## src/hw/rtl/pvlm_pkg.sv

```systemverilog
// Shared types and constants for the polyphonic voice list manager.
// No dependencies; imported by every module of the block.
package pvlm_pkg;

  // Default list depth and key width
  localparam int MAX_VOICES_DEF = 16;
  localparam int KEY_BITS_DEF   = 7;

  // Reset value of the keep-minimum register
  localparam int KEEP_MIN_RST = 3;

  // Request command codes
  typedef enum logic [1:0] {
    CMD_KEY_ON  = 2'd0,
    CMD_KEY_OFF = 2'd1,
    CMD_FINISH  = 2'd2,
    CMD_PRUNE   = 2'd3
  } cmd_e;

  // Result event codes
  typedef enum logic [2:0] {
    EV_STARTED   = 3'd0,
    EV_CANCELLED = 3'd1,
    EV_RELEASED  = 3'd2,
    EV_NOCHANGE  = 3'd3,
    EV_REMOVED   = 3'd4,
    EV_FULL      = 3'd5
  } ev_e;

  // Per-cycle operation applied to a whole chain of key cells
  typedef struct packed {
    logic rotate;  // every cell takes its upper neighbor, top takes cell 0
    logic drop;    // cells at or above the drop position take their upper neighbor
    logic append;  // cell at the append position loads the new key
  } chain_op_t;

endpackage

```

## src/hw/rtl/pvlm_cell.sv

```systemverilog
// One key cell of a list chain: a key register that holds, takes its
// upper neighbor's key, or loads a new key. Depends on pvlm_pkg.
module pvlm_cell import pvlm_pkg::*; #(
  parameter int MAX_VOICES = MAX_VOICES_DEF,
  parameter int KEY_BITS   = KEY_BITS_DEF,
  parameter int INDEX      = 0,
  localparam int IDX_W     = $clog2(MAX_VOICES),
  localparam int CNT_W     = $clog2(MAX_VOICES + 1)
) (
  input  logic                clk_i,
  input  chain_op_t           op_i,
  input  logic [IDX_W-1:0]    drop_pos_i,
  input  logic [CNT_W-1:0]    append_pos_i,
  input  logic [KEY_BITS-1:0] up_key_i,
  input  logic [KEY_BITS-1:0] new_key_i,
  output logic [KEY_BITS-1:0] key_o
);

  logic [KEY_BITS-1:0] key_q;
  logic [KEY_BITS-1:0] key_d;
  logic                take;
  logic                load;

  // Decide from this cell's own position what it does this cycle
  assign take = op_i.rotate || (op_i.drop && (IDX_W'(INDEX) >= drop_pos_i));
  assign load = op_i.append && (append_pos_i == CNT_W'(INDEX));

  always_comb begin
    key_d = key_q;
    if (load) begin
      key_d = new_key_i;
    end else if (take) begin
      key_d = up_key_i;
    end
  end

  always_ff @(posedge clk_i) begin
    key_q <= key_d;
  end

  assign key_o = key_q;

endmodule

```

## src/hw/rtl/pvlm_chain.sv

```systemverilog
// A ring of key cells holding one list, entry i in cell i, plus the match
// logic at the head cell used while the ring rotates. Depends on pvlm_pkg, pvlm_cell.
module pvlm_chain import pvlm_pkg::*; #(
  parameter int MAX_VOICES = MAX_VOICES_DEF,
  parameter int KEY_BITS   = KEY_BITS_DEF,
  localparam int IDX_W     = $clog2(MAX_VOICES),
  localparam int CNT_W     = $clog2(MAX_VOICES + 1)
) (
  input  logic                clk_i,
  input  chain_op_t           op_i,
  input  logic [IDX_W-1:0]    drop_pos_i,
  input  logic [CNT_W-1:0]    append_pos_i,
  input  logic [KEY_BITS-1:0] new_key_i,
  input  logic [KEY_BITS-1:0] cmp_key_i,
  input  logic [IDX_W-1:0]    scan_i,
  input  logic [CNT_W-1:0]    count_i,
  output logic [KEY_BITS-1:0] head_o,
  output logic                hit_o
);

  logic [KEY_BITS-1:0] cell_key [MAX_VOICES];

  // Build the ring: each cell reads the cell above, the top reads cell 0
  for (genvar i = 0; i < MAX_VOICES; i++) begin : g_cell
    pvlm_cell #(
      .MAX_VOICES (MAX_VOICES),
      .KEY_BITS   (KEY_BITS),
      .INDEX      (i)
    ) u_cell (
      .clk_i        (clk_i),
      .op_i         (op_i),
      .drop_pos_i   (drop_pos_i),
      .append_pos_i (append_pos_i),
      .up_key_i     (cell_key[(i + 1) % MAX_VOICES]),
      .new_key_i    (new_key_i),
      .key_o        (cell_key[i])
    );
  end

  // The head holds entry scan_i during a rotation; it counts only below the fill
  assign head_o = cell_key[0];
  assign hit_o  = (cell_key[0] == cmp_key_i) && (CNT_W'(scan_i) < count_i);

endmodule

```

## src/hw/rtl/polyphonic_voice_list_manager_core.sv

```systemverilog
// Polyphonic voice list manager: a sounding-key list and an oldest-first
// released-key list, each a ring of MAX_VOICES key cells, one request at a time.
// Depends on pvlm_pkg, pvlm_chain.
//
// Each list is searched by rotating its ring once past a single comparator at
// the head cell. A key-on, key-off or voice-finished request scans both rings
// in S_SCAN, then updates the lists and loads the result in S_APPLY. A prune
// with nothing to drop goes straight to S_PDONE; otherwise each of the E oldest
// released entries dropped (at most MAX_VOICES) needs one full rotation of the
// sounding list in S_PSCAN and a drop in S_PDROP before S_PDONE. S_APPLY and
// S_PDONE wait while the output slot is full, S_PDROP only to hand out a held
// removal. One result register sits on the output, so a new request is taken
// while the last result waits. No clearing pass follows reset.
module polyphonic_voice_list_manager_core import pvlm_pkg::*; #(
  parameter int MAX_VOICES = MAX_VOICES_DEF,
  parameter int KEY_BITS   = KEY_BITS_DEF,
  localparam int IDX_W     = $clog2(MAX_VOICES),
  localparam int CNT_W     = $clog2(MAX_VOICES + 1)
) (
  input  logic                clk_i,
  input  logic                rst_ni,
  // configuration write channel (keep minimum)
  input  logic                cfg_valid_i,
  output logic                cfg_ready_o,
  input  logic [CNT_W-1:0]    cfg_data_i,
  // request channel
  input  logic                in_valid_i,
  output logic                in_ready_o,
  input  logic [1:0]          cmd_i,
  input  logic [KEY_BITS-1:0] key_i,
  // result channel
  output logic                out_valid_o,
  input  logic                out_ready_i,
  output logic [KEY_BITS-1:0] key_out_o,
  output logic [2:0]          event_res_o,
  output logic [CNT_W-1:0]    playing_count_o,
  output logic [CNT_W-1:0]    released_count_o,
  output logic                last_o
);

  typedef enum logic [5:0] {
    S_IDLE  = 6'b000001,
    S_SCAN  = 6'b000010,
    S_APPLY = 6'b000100,
    S_PSCAN = 6'b001000,
    S_PDROP = 6'b010000,
    S_PDONE = 6'b100000
  } state_e;

  localparam logic [CNT_W-1:0] FullCnt = CNT_W'(MAX_VOICES);
  localparam logic [IDX_W-1:0] LastIdx = IDX_W'(MAX_VOICES - 1);

  state_e              state_q, state_d;
  cmd_e                cmd_q, cmd_d;
  logic [KEY_BITS-1:0] key_q, key_d;
  logic [IDX_W-1:0]    cnt_q, cnt_d;
  logic                p_hit_q, p_hit_d;
  logic [IDX_W-1:0]    p_pos_q, p_pos_d;
  logic                r_hit_q, r_hit_d;
  logic [IDX_W-1:0]    r_pos_q, r_pos_d;
  logic [CNT_W-1:0]    pcount_q, pcount_d;
  logic [CNT_W-1:0]    rcount_q, rcount_d;
  logic [CNT_W-1:0]    keep_q;
  logic [CNT_W-1:0]    excess_q, excess_d;
  logic [CNT_W-1:0]    rcfin_q, rcfin_d;
  logic                pend_valid_q, pend_valid_d;
  logic [KEY_BITS-1:0] pend_key_q, pend_key_d;
  logic [CNT_W-1:0]    pend_pc_q, pend_pc_d;

  logic                res_valid_q;
  logic                res_load;
  logic [KEY_BITS-1:0] res_key_q, res_key_d;
  ev_e                 res_event_q, res_event_d;
  logic [CNT_W-1:0]    res_pc_q, res_pc_d;
  logic [CNT_W-1:0]    res_rc_q, res_rc_d;
  logic                res_last_q, res_last_d;

  chain_op_t           p_op, r_op;
  logic [IDX_W-1:0]    r_drop_pos;
  logic [KEY_BITS-1:0] p_head, r_head, p_cmp_key;
  logic                p_hit, r_hit;
  logic                slot_free;
  logic                scan_end;
  logic [CNT_W-1:0]    over;
  logic [CNT_W-1:0]    excess_new;

  // Output slot can take a new result when empty or being emptied
  assign slot_free = !res_valid_q || out_ready_i;
  assign scan_end  = (cnt_q == LastIdx);

  // Prune size: sounding voices above the minimum, capped by the released count
  assign over       = pcount_q - keep_q;
  assign excess_new = (pcount_q > keep_q) ? ((over > rcount_q) ? rcount_q : over) : '0;

  // Sounding list compares against the request key, or the oldest release when pruning
  assign p_cmp_key = (state_q == S_PSCAN) ? r_head : key_q;

  pvlm_chain #(
    .MAX_VOICES (MAX_VOICES),
    .KEY_BITS   (KEY_BITS)
  ) u_play (
    .clk_i        (clk_i),
    .op_i         (p_op),
    .drop_pos_i   (p_pos_q),
    .append_pos_i (pcount_q),
    .new_key_i    (key_q),
    .cmp_key_i    (p_cmp_key),
    .scan_i       (cnt_q),
    .count_i      (pcount_q),
    .head_o       (p_head),
    .hit_o        (p_hit)
  );

  pvlm_chain #(
    .MAX_VOICES (MAX_VOICES),
    .KEY_BITS   (KEY_BITS)
  ) u_rel (
    .clk_i        (clk_i),
    .op_i         (r_op),
    .drop_pos_i   (r_drop_pos),
    .append_pos_i (rcount_q),
    .new_key_i    (key_q),
    .cmp_key_i    (key_q),
    .scan_i       (cnt_q),
    .count_i      (rcount_q),
    .head_o       (r_head),
    .hit_o        (r_hit)
  );

  // Sequencer: scan the rings, apply the update, hand out the results
  always_comb begin
    state_d      = state_q;
    cmd_d        = cmd_q;
    key_d        = key_q;
    cnt_d        = cnt_q;
    p_hit_d      = p_hit_q;
    p_pos_d      = p_pos_q;
    r_hit_d      = r_hit_q;
    r_pos_d      = r_pos_q;
    pcount_d     = pcount_q;
    rcount_d     = rcount_q;
    excess_d     = excess_q;
    rcfin_d      = rcfin_q;
    pend_valid_d = pend_valid_q;
    pend_key_d   = pend_key_q;
    pend_pc_d    = pend_pc_q;
    p_op         = '0;
    r_op         = '0;
    r_drop_pos   = r_pos_q;
    res_load     = 1'b0;
    res_key_d    = res_key_q;
    res_event_d  = res_event_q;
    res_pc_d     = res_pc_q;
    res_rc_d     = res_rc_q;
    res_last_d   = res_last_q;

    case (state_q)
      S_IDLE: begin
        if (in_valid_i) begin
          cmd_d   = cmd_e'(cmd_i);
          key_d   = key_i;
          cnt_d   = '0;
          p_hit_d = 1'b0;
          r_hit_d = 1'b0;
          if (cmd_e'(cmd_i) == CMD_PRUNE) begin
            excess_d = excess_new;
            rcfin_d  = rcount_q - excess_new;
            state_d  = (excess_new == '0) ? S_PDONE : S_PSCAN;
          end else begin
            state_d = S_SCAN;
          end
        end
      end

      // Rotate both rings once; keep the newest match of each
      S_SCAN: begin
        p_op.rotate = 1'b1;
        r_op.rotate = 1'b1;
        cnt_d       = cnt_q + IDX_W'(1);
        if (p_hit) begin
          p_hit_d = 1'b1;
          p_pos_d = cnt_q;
        end
        if (r_hit) begin
          r_hit_d = 1'b1;
          r_pos_d = cnt_q;
        end
        if (scan_end) begin
          cnt_d   = '0;
          state_d = S_APPLY;
        end
      end

      // Update the lists and load the single result
      S_APPLY: begin
        if (slot_free) begin
          res_event_d = EV_NOCHANGE;
          case (cmd_q)
            CMD_KEY_ON: begin
              if (p_hit_q) begin
                if (r_hit_q) begin
                  r_op.drop   = 1'b1;
                  rcount_d    = rcount_q - CNT_W'(1);
                  res_event_d = EV_CANCELLED;
                end
              end else if (pcount_q == FullCnt) begin
                res_event_d = EV_FULL;
              end else begin
                p_op.append = 1'b1;
                pcount_d    = pcount_q + CNT_W'(1);
                res_event_d = EV_STARTED;
              end
            end
            CMD_KEY_OFF: begin
              if (p_hit_q) begin
                if (rcount_q == FullCnt) begin
                  res_event_d = EV_FULL;
                end else begin
                  r_op.append = 1'b1;
                  rcount_d    = rcount_q + CNT_W'(1);
                  res_event_d = EV_RELEASED;
                end
              end
            end
            CMD_FINISH: begin
              if (p_hit_q) begin
                p_op.drop   = 1'b1;
                pcount_d    = pcount_q - CNT_W'(1);
                res_event_d = EV_REMOVED;
              end
              if (r_hit_q) begin
                r_op.drop   = 1'b1;
                rcount_d    = rcount_q - CNT_W'(1);
                res_event_d = EV_REMOVED;
              end
            end
            default: begin
              res_event_d = EV_NOCHANGE;
            end
          endcase
          res_load   = 1'b1;
          res_key_d  = key_q;
          res_pc_d   = pcount_d;
          res_rc_d   = rcount_d;
          res_last_d = 1'b1;
          state_d    = S_IDLE;
        end
      end

      // Rotate the sounding ring looking for the oldest release
      S_PSCAN: begin
        p_op.rotate = 1'b1;
        cnt_d       = cnt_q + IDX_W'(1);
        if (p_hit) begin
          p_hit_d = 1'b1;
          p_pos_d = cnt_q;
        end
        if (scan_end) begin
          cnt_d   = '0;
          state_d = S_PDROP;
        end
      end

      // Drop the oldest release; a sounding match becomes the pending result
      S_PDROP: begin
        if (!(p_hit_q && pend_valid_q && !slot_free)) begin
          if (p_hit_q) begin
            if (pend_valid_q) begin
              res_load    = 1'b1;
              res_key_d   = pend_key_q;
              res_event_d = EV_REMOVED;
              res_pc_d    = pend_pc_q;
              res_rc_d    = rcfin_q;
              res_last_d  = 1'b0;
            end
            pend_valid_d = 1'b1;
            pend_key_d   = r_head;
            pend_pc_d    = pcount_q - CNT_W'(1);
            p_op.drop    = 1'b1;
            pcount_d     = pcount_q - CNT_W'(1);
          end
          r_op.drop  = 1'b1;
          r_drop_pos = '0;
          rcount_d   = rcount_q - CNT_W'(1);
          excess_d   = excess_q - CNT_W'(1);
          p_hit_d    = 1'b0;
          state_d    = (excess_q == CNT_W'(1)) ? S_PDONE : S_PSCAN;
        end
      end

      // Close the prune with its final result
      S_PDONE: begin
        if (slot_free) begin
          res_load   = 1'b1;
          res_rc_d   = rcfin_q;
          res_last_d = 1'b1;
          if (pend_valid_q) begin
            res_key_d   = pend_key_q;
            res_event_d = EV_REMOVED;
            res_pc_d    = pend_pc_q;
          end else begin
            res_key_d   = '0;
            res_event_d = EV_NOCHANGE;
            res_pc_d    = pcount_q;
          end
          pend_valid_d = 1'b0;
          state_d      = S_IDLE;
        end
      end

      default: begin
        state_d = S_IDLE;
      end
    endcase
  end

  // Control state
  always_ff @(posedge clk_i or negedge rst_ni) begin
    if (!rst_ni) begin
      state_q      <= S_IDLE;
      cnt_q        <= '0;
      p_hit_q      <= 1'b0;
      r_hit_q      <= 1'b0;
      pcount_q     <= '0;
      rcount_q     <= '0;
      keep_q       <= CNT_W'(KEEP_MIN_RST);
      excess_q     <= '0;
      pend_valid_q <= 1'b0;
      res_valid_q  <= 1'b0;
    end else begin
      state_q      <= state_d;
      cnt_q        <= cnt_d;
      p_hit_q      <= p_hit_d;
      r_hit_q      <= r_hit_d;
      pcount_q     <= pcount_d;
      rcount_q     <= rcount_d;
      excess_q     <= excess_d;
      pend_valid_q <= pend_valid_d;
      if (cfg_valid_i) begin
        keep_q <= cfg_data_i;
      end
      if (res_load) begin
        res_valid_q <= 1'b1;
      end else if (out_ready_i) begin
        res_valid_q <= 1'b0;
      end
    end
  end

  // Payload registers
  always_ff @(posedge clk_i) begin
    cmd_q       <= cmd_d;
    key_q       <= key_d;
    p_pos_q     <= p_pos_d;
    r_pos_q     <= r_pos_d;
    rcfin_q     <= rcfin_d;
    pend_key_q  <= pend_key_d;
    pend_pc_q   <= pend_pc_d;
    res_key_q   <= res_key_d;
    res_event_q <= res_event_d;
    res_pc_q    <= res_pc_d;
    res_rc_q    <= res_rc_d;
    res_last_q  <= res_last_d;
  end

  assign cfg_ready_o      = 1'b1;
  assign in_ready_o       = (state_q == S_IDLE);
  assign out_valid_o      = res_valid_q;
  assign key_out_o        = res_key_q;
  assign event_res_o      = res_event_q;
  assign playing_count_o  = res_pc_q;
  assign released_count_o = res_rc_q;
  assign last_o           = res_last_q;

endmodule

```

## config.mk

```make
export PLATFORM = sky130hd
export DESIGN_NAME = polyphonic_voice_list_manager_core
export DESIGN_NICKNAME = d
export VERILOG_FILES = /design/src/hw/rtl/pvlm_pkg.sv /design/src/hw/rtl/pvlm_cell.sv /design/src/hw/rtl/pvlm_chain.sv /design/src/hw/rtl/polyphonic_voice_list_manager_core.sv
export SDC_FILE = /design/constraint.sdc
export NUM_CORES = 1
export LEC_CHECK = 0
export ABC_AREA = 1
export BUFFER_PORTS_ARGS = -buffer_cell sky130_fd_sc_hd__clkbuf_2
export CAP_MARGIN = 40
export CORE_ASPECT_RATIO = 1.25
export CORE_UTILIZATION = 50
export DETAILED_ROUTE_END_ITERATION = 8
export PLACE_DENSITY = 0.64
export SLEW_MARGIN = 40
export SYNTH_ARGS = -nofsm -noshare
export SYNTH_HDL_FRONTEND = slang
export SYNTH_SLANG_ARGS = --single-unit
```

## constraint.sdc

```tcl
create_clock -name clk_i -period 12.12 [get_ports clk_i]
set_clock_uncertainty 0.15 [all_clocks]
set_input_delay 1.212 -clock clk_i [delete_from_list [all_inputs] [get_ports clk_i]]
set_output_delay 1.212 -clock clk_i [all_outputs]
set_load 0.01 [all_outputs]
```

==> results of run 1 <==
[worst paths after layout]
kind,slack [ns],from,to,cells past startpoint
max in group asynchronous,10.93,rst_ni,p_hit_q,1
max reg2reg,7.77,pcount_q[0],rcfin_q[4],22
max,7.77,pcount_q[0],rcfin_q[4],22
min,0.37,state_q[3],state_q[3],2
min reg2reg,0.37,state_q[3],state_q[3],2
min in group asynchronous,0.50,rst_ni,excess_q[0],1
[synth_stat cells (all sizes together) (5+ instances only)]
master / instances / area (um^2)
clkbuf: 42 / 157.7
edfxtp: 279 / 8378
ha: 35 / 437.9
inv: 99 / 371.6
a21oi: 31 / 155.2
xnor2: 5 / 43.79
o21ai: 283 / 1420
nand3: 63 / 335.3
nand3b: 5 / 37.54
clkinv: 5 / 18.77
buf: 38 / 206.5
xor2: 21 / 183.9
nand2: 434 / 1649
o211ai: 23 / 172.7
nor3: 21 / 127.6
o2bb2ai: 7 / 61.31
nand4: 28 / 260.3
dfrtp: 31 / 775.7
nor2: 72 / 335.3
[state kept, by name, summed over array words and instances, names as in the netlist, 6 cells and up]
name,cells
key_out_o,7
key_q,7
pend_key_q,7
state_q,6
u_play.g_cell.u_cell.key_o,112
u_rel.g_cell.u_cell.key_o,112
[cells by family after synthesis]
family          Yosys count  synth area share (%)
xor+xnor                 26                 1.474
simple gates            625                 17.87
flops                   313                 59.77
fa+ha+maj                37                 3.094
compound gates          365                 12.81
mux                       1               0.07290
other cells               1               0.02428
buf+inv                 184                 4.885
[area by class of cell]
| type | count | share of cell area [%] |
|---|---|---|
| well taps | 401 | 2.979 |
| flip-flops and latches | 313 | 54.83 |
| repair buffers | 52 | 1.761 |
| multi-input cells | 1055 | 32.45 |
| clock inverters | 9 | 0.5869 |
| inverters | 104 | 2.318 |
| clock buffers | 47 | 5.081 |
[worst min-delay path, stage by stage (launching register included)]
cell and delay, ns:
dfrtp_1 0.37, nand2_1 0.06, nand2_1 0.06
[stage by stage]
step	hold slack, ns	cell area [um^2]	setup WS [ns]	power [mW]
after floorplan	0.3211	15450	8.213	2.643
after global placement	0.3533	15860	7.889	3.005
after detailed placement	0.3613	15870	7.835	3.039
after CTS	0.3775	16820	7.808	3.976
after global routing	0.3849	16840	7.370	4.220
final	0.3740	16840	7.770	3.969
[power by group]
group | switching (mW) | internal, mW | total, mW
Sequential | 0.167 | 1.59 | 1.75
Combinational | 0.894 | 0.393 | 1.29
Clock | 0.402 | 0.527 | 0.929
Total | 1.46 | 2.51 | 3.97
[metal layers]
layer	vias up	routed length, um	track usage [%]
met3	64	1705	2.648
met1	5438	16140	31.19
met5	-	0	0
met4	0	1153	8.903
met2	324	18270	41.44
li1	5416	-	-
[layout by cell type, fill, tap and decap left out, types with 3 or more instances in the layout]
cell         n
a21oi_1     31
a22oi_1      3
a31oi_1      3
buf_4       10
clkbuf_1    14
clkbuf_16   31
clkbuf_2    40
clkbuf_8     3
clkinv_1     7
clkinv_2     3
dfrtp_1     30
dfstp_2      3
edfxtp_1   279
ha_1        35
inv_1       96
inv_2        3
nand2_1    426
nand2_2      8
nand3_1     59
nand3_2      4
nand3b_1     5
nand4_1     20
nand4_2      4
nand4_4      4
nor2_1      60
nor2_2       8
nor3_1      19
o211ai_1    23
o21ai_0    275
o21ai_1      6
o2bb2ai_1    7
o31ai_1      4
xnor2_1      5
xor2_1      21
==> results.cfg, run 1 <==
[status]
status = complete, no violations

[worst_setup_path]
worst-path-buf-inv = 4
slowest_stage = dfrtp_1
cp_cell_sequence = inv_1, ha_1, inv_1, fa_1, nand3_1, nand3b_1, nand2_1, inv_1, ha_1, nand2_1, nor2_1, nand2_1, nand3_1, nand2_1, nand2_1, nand3_1, inv_1, ha_1, fa_1, o21ai_0, xor2_1, xnor2_1
arrival_ns = 4.52
cp-start-kind = flip-flop
cp_slowest_stage_delay_ns = 0.45
required_ns = 12.29
endpoint_kind = flip-flop
cp_max_fo = 9
cpMostUsedCell = nand2_1
cp_top_family = adder cells
path_class = flip-flop to flip-flop

[finish]
multiInputGateArea_um2 = 5465
antenna_cells = 0
fillers = 2673
finalNonFillerCells = 1981
syn2layout_area_growth_pct = 9.040
nets = 1613
final_util_pct = 55.76
drive_gt1_share_pct = 8.734
seq_area_um2 = 9234

[yosys]
ys_types = 49
synth-warning-count = 0
synth_ff_type = edfxtp_1
async_reset_ff_share_pct = 10.86
synth-edff-count = 279
syn-num-nets = 1608
syn_area_um2 = 15450
synth_cells = 1552
synth-seq-area-share_pct = 59.77
ys_ff_latch = 313
syn_area_per_cell_um2 = 9.952

[drt]
vias = 11240
routedWlPerCell_um = 18.82
drtIter0Drc = 1107
drt-total-wl_um = 37280
drt-pass1-iter-count = 5
vias_per_cell = 5.675
ant_nets = 0
drc = 0

[min_path]
worstHoldPathType = flip-flop to flip-flop

[floorplan]
rows = 71
design.core.area_um2 = 30200
ios = 43
initial_core_util_pct = 51.14
dieArea_um2 = 31600
die_x_um = 159.2
fp.dieH_um = 198.5

[power_and_ir_drop]
peakVddDrop_uv = 166.5
leakagePower_nw = 6.840
pwr_density_cell_nw_per_um2 = 235.6

[clock_tree]
postCtsResizedCells = 0
cts.sinks = 313
root_buffer = clkbuf_16
cts_made_buffers = 31
clk_latency_ns = 0.57
htree_num_levels = 1
post_cts_buffers = 0
cts.clk_slew.worst_paths_ns = 0.06
cts_tree = yes
clockBufferDepth = 3
cts_hold_buf = 0

[timing]
fin_crit_ns = 4.350
setup_viol_count_final = 0
tns_ns = 0
slew_headroom_pct = 45.94
report.final.slew_viol_count = 0
worstMarginPinSlew_ns = 0.8074
rsz0062_at_grt = false
fin_crit_sh_pct = 35.89
fmax_mhz = 229.9
finalHoldViolCount = 0

[placed_design]
dp.final_hpwl_um = 25120
dp.cells = 1923
place.gp.congestion = 0.9087
portBuffers = 41

[global_route]
grt.total_usage_pct = 23.95
grt_first_pass_wirelength_um = 59520
grt_antenna_before_repair = 0
grt_pass1_vias = 10920
grt_max_degree = 35
grt_overflow = 0

[job]
cap_viol_max_count = 0
Power figures use the tool's default switching activity.
==> run 2, diff against run 1 <==
==> constraint.sdc (replaced) <==
create_clock -name clk_i -period 4.14 [get_ports clk_i]
set_clock_uncertainty 0.15 [all_clocks]
set_input_delay 0.414 -clock clk_i [delete_from_list [all_inputs] [get_ports clk_i]]
set_output_delay 0.414 -clock clk_i [all_outputs]
set_load 0.01 [all_outputs]
==> run 2 against run 1 <==
  * Critical endpoint unchanged
  * Combinational power rose to 3.1 times the previous value
  * Worst setup slack worse by 7.5 ns
  * First-iteration DRC count shrank 1.9%
  * Largest cell class unchanged
  * Sequential share of layout area decreased by 1.4 points
  * Flip-flop and latch count unchanged
  * Die area is the same
  * Fmax grew 13%
  * Cell area up 2.5%
==> results.cfg, run 2 (synthesis results as in run 1) <==
[status]
status = complete, no violations

[finish]
final_cell_mix = 424 x nand2_1, 279 x edfxtp_1, 274 x o21ai_0, 95 x inv_1, 60 x nor2_1
fillers = 2639
final_common_cell = nand2_1
drive_gt1_share_pct = 10.57
final_area_um2 = 17270
syn2layout_area_growth_pct = 11.79
nets = 1659
antenna_cells = 0

[placed_design]
place_ws_ns = 0.08217
portBuffers = 41
place.gp.congestion = 0.9180
dp.final_hpwl_um = 26060
placedInstanceArea_um2 = 16090

[min_path]
worstHoldPathType = input port to flip-flop
worstHoldStart = out_ready_i
hold_depth = 4

[clock_tree]
htree_num_levels = 1
cts_tree = yes
cts_made_buffers = 31
clockBufferDepth = 3
cts.clk_slew.worst_paths_ns = 0.07
root_buffer = clkbuf_16
clk_latency_ns = 0.58
cts.sinks = 313

[timing]
setup_viol_count_final = 0
slew_headroom_pct = 47.44
fin_crit_sh_pct = 93.33
fmax_mhz = 258.8
report.final.slew_viol_count = 0
fin_crit_ns = 3.864
worstMarginPinSlew_ns = 0.7876
rsz0062_at_grt = false
finalHoldViolCount = 0
hold_slack_ns = 0.03139
worst_slack_ns = 0.2760
tns_ns = 0

[worst_setup_path]
crit_cells = 19
cp-start-kind = flip-flop
cp_slowest_stage_delay_ns = 0.53
endpoint_kind = flip-flop
arrival_ns = 4.03
cp_top_family = adder cells
reg2regPathDepth = 19
cp_max_fo = 6
worst-path-buf-inv = 3
cp_cell_sequence = ha_1, inv_1, fa_1, nand3_1, nand3b_1, nand2_1, inv_1, ha_1, a21oi_1, nand3_4, nand2_4, nand2_1, nand3_1, inv_1, ha_1, fa_2, o21ai_1, xor2_1, xnor2_1
path_class = flip-flop to flip-flop
slowest_stage = dfstp_2
r2r_start = keep_q[0]
cp-startpoint = keep_q[0]
worst-r2r-setup-slack_ns = 0.28
required_ns = 4.31

[global_route]
grt_use_met3_pct = 2.544
grt_max_degree = 35
grt_overflow = 0
grt_first_pass_wirelength_um = 59510
grt_pass1_vias = 11170
gr-usage-met2_pct = 41.63
use_met1_pct = 30.77
grt.total_usage_pct = 24.14
busiest_layer = met2
grt_antenna_before_repair = 1

[floorplan]
design.core.area_um2 = 30200
die_x_um = 159.2
fp.dieH_um = 198.5
dieArea_um2 = 31600
ios = 43
initial_core_util_pct = 51.14
rows = 71

[drt]
vias_per_cell = 5.634
routedWlPerCell_um = 18.68
ant_nets = 0
drt-total-wl_um = 37900
drtIter0Drc = 1086
vias = 11430
drc = 0
drt-pass1-iter-count = 5

[power_and_ir_drop]
p_switching_mw = 4.365
seqPwrFrac_pct = 43.0
comb_power_share_pct = 33.7
p_int_mw = 7.442
p_sw_share_pct = 36.97
p_clk_share_pct = 23.3
power.total_mw = 11.81
leakagePower_nw = 7.065
peakVddDrop_uv = 636.4
pwr_density_cell_nw_per_um2 = 683.8

[job]
cap_viol_max_count = 0
## run 2: stage by stage
step / util, % / std cells
after floorplan: - / 1552
after global placement: 53.27 / 1954
after detailed placement: 53.28 / 1954
after CTS: 57.08 / 2029
after global routing: 57.17 / 2029
final: 57.17 / 2029
## run 2: worst reg2reg max path, delay by kind of cell (launching register included)
kind / cells / cell delay [ns]
AO/OA/AOI/OAI: 2 / 0.40
XOR/XNOR: 2 / 0.28
adder cells (fa/ha/maj): 5 / 1.40
buffers and inverters: 3 / 0.18
flip-flops: 1 / 0.53
AND/OR/NAND/NOR: 7 / 0.69
## run 2: per-layer routing
| metal | routed length (um) | part of all wire (%) |
|---|---|---|
| met1 | 16230 | 43 |
| met2 | 18410 | 49 |
| met3 | 1706 | 4.5 |
| met4 | 1539 | 4.1 |
| met5 | 13 | 0.034 |
## run 2: cell type report
cell class                 instances  area, um^2  share of cell area (%)
timing repair buffer              98       678.2                   3.928
inverter                         104       390.4                   2.261
tap                              401       501.7                   2.906
clock buffer                      36       794.5                   4.601
multi-input combinational       1055        5487                   31.78
sequential                       313        9233                   53.47
clock inverter                    22       182.7                   1.058
## run 2: worst paths after layout
check,endpoint
worst max-delay path,rcfin_q[4]
worst min-delay path,state_q[5]
worst max register to register,rcfin_q[4]
worst min register to register,u_rel.g_cell[1].u_cell.key_o[6]
max in group asynchronous,keep_q[0]
min in group asynchronous,excess_q[4]
## run 2: repair_timing
item | 4_1_cts | 5_1_grt
endpoints found under the setup margin | 0 | 1
buffers inserted | 0 | 0
endpoints found under the hold margin | 46 | 0
hold buffers | 17 | 0
gates resized for setup | 0 | 8
## run 2: power groups by stage
stage / registers [mW] / clock network [mW] / logic (mW)
final: 5.08 / 2.75 / 3.98
after global routing: 5.15 / 2.89 / 4.45
after CTS: 5.08 / 2.79 / 3.89
after detailed placement: 5.12 / 0 / 3.86
after global placement: 5.12 / 0 / 3.75
after floorplan: 4.94 / 0 / 2.79
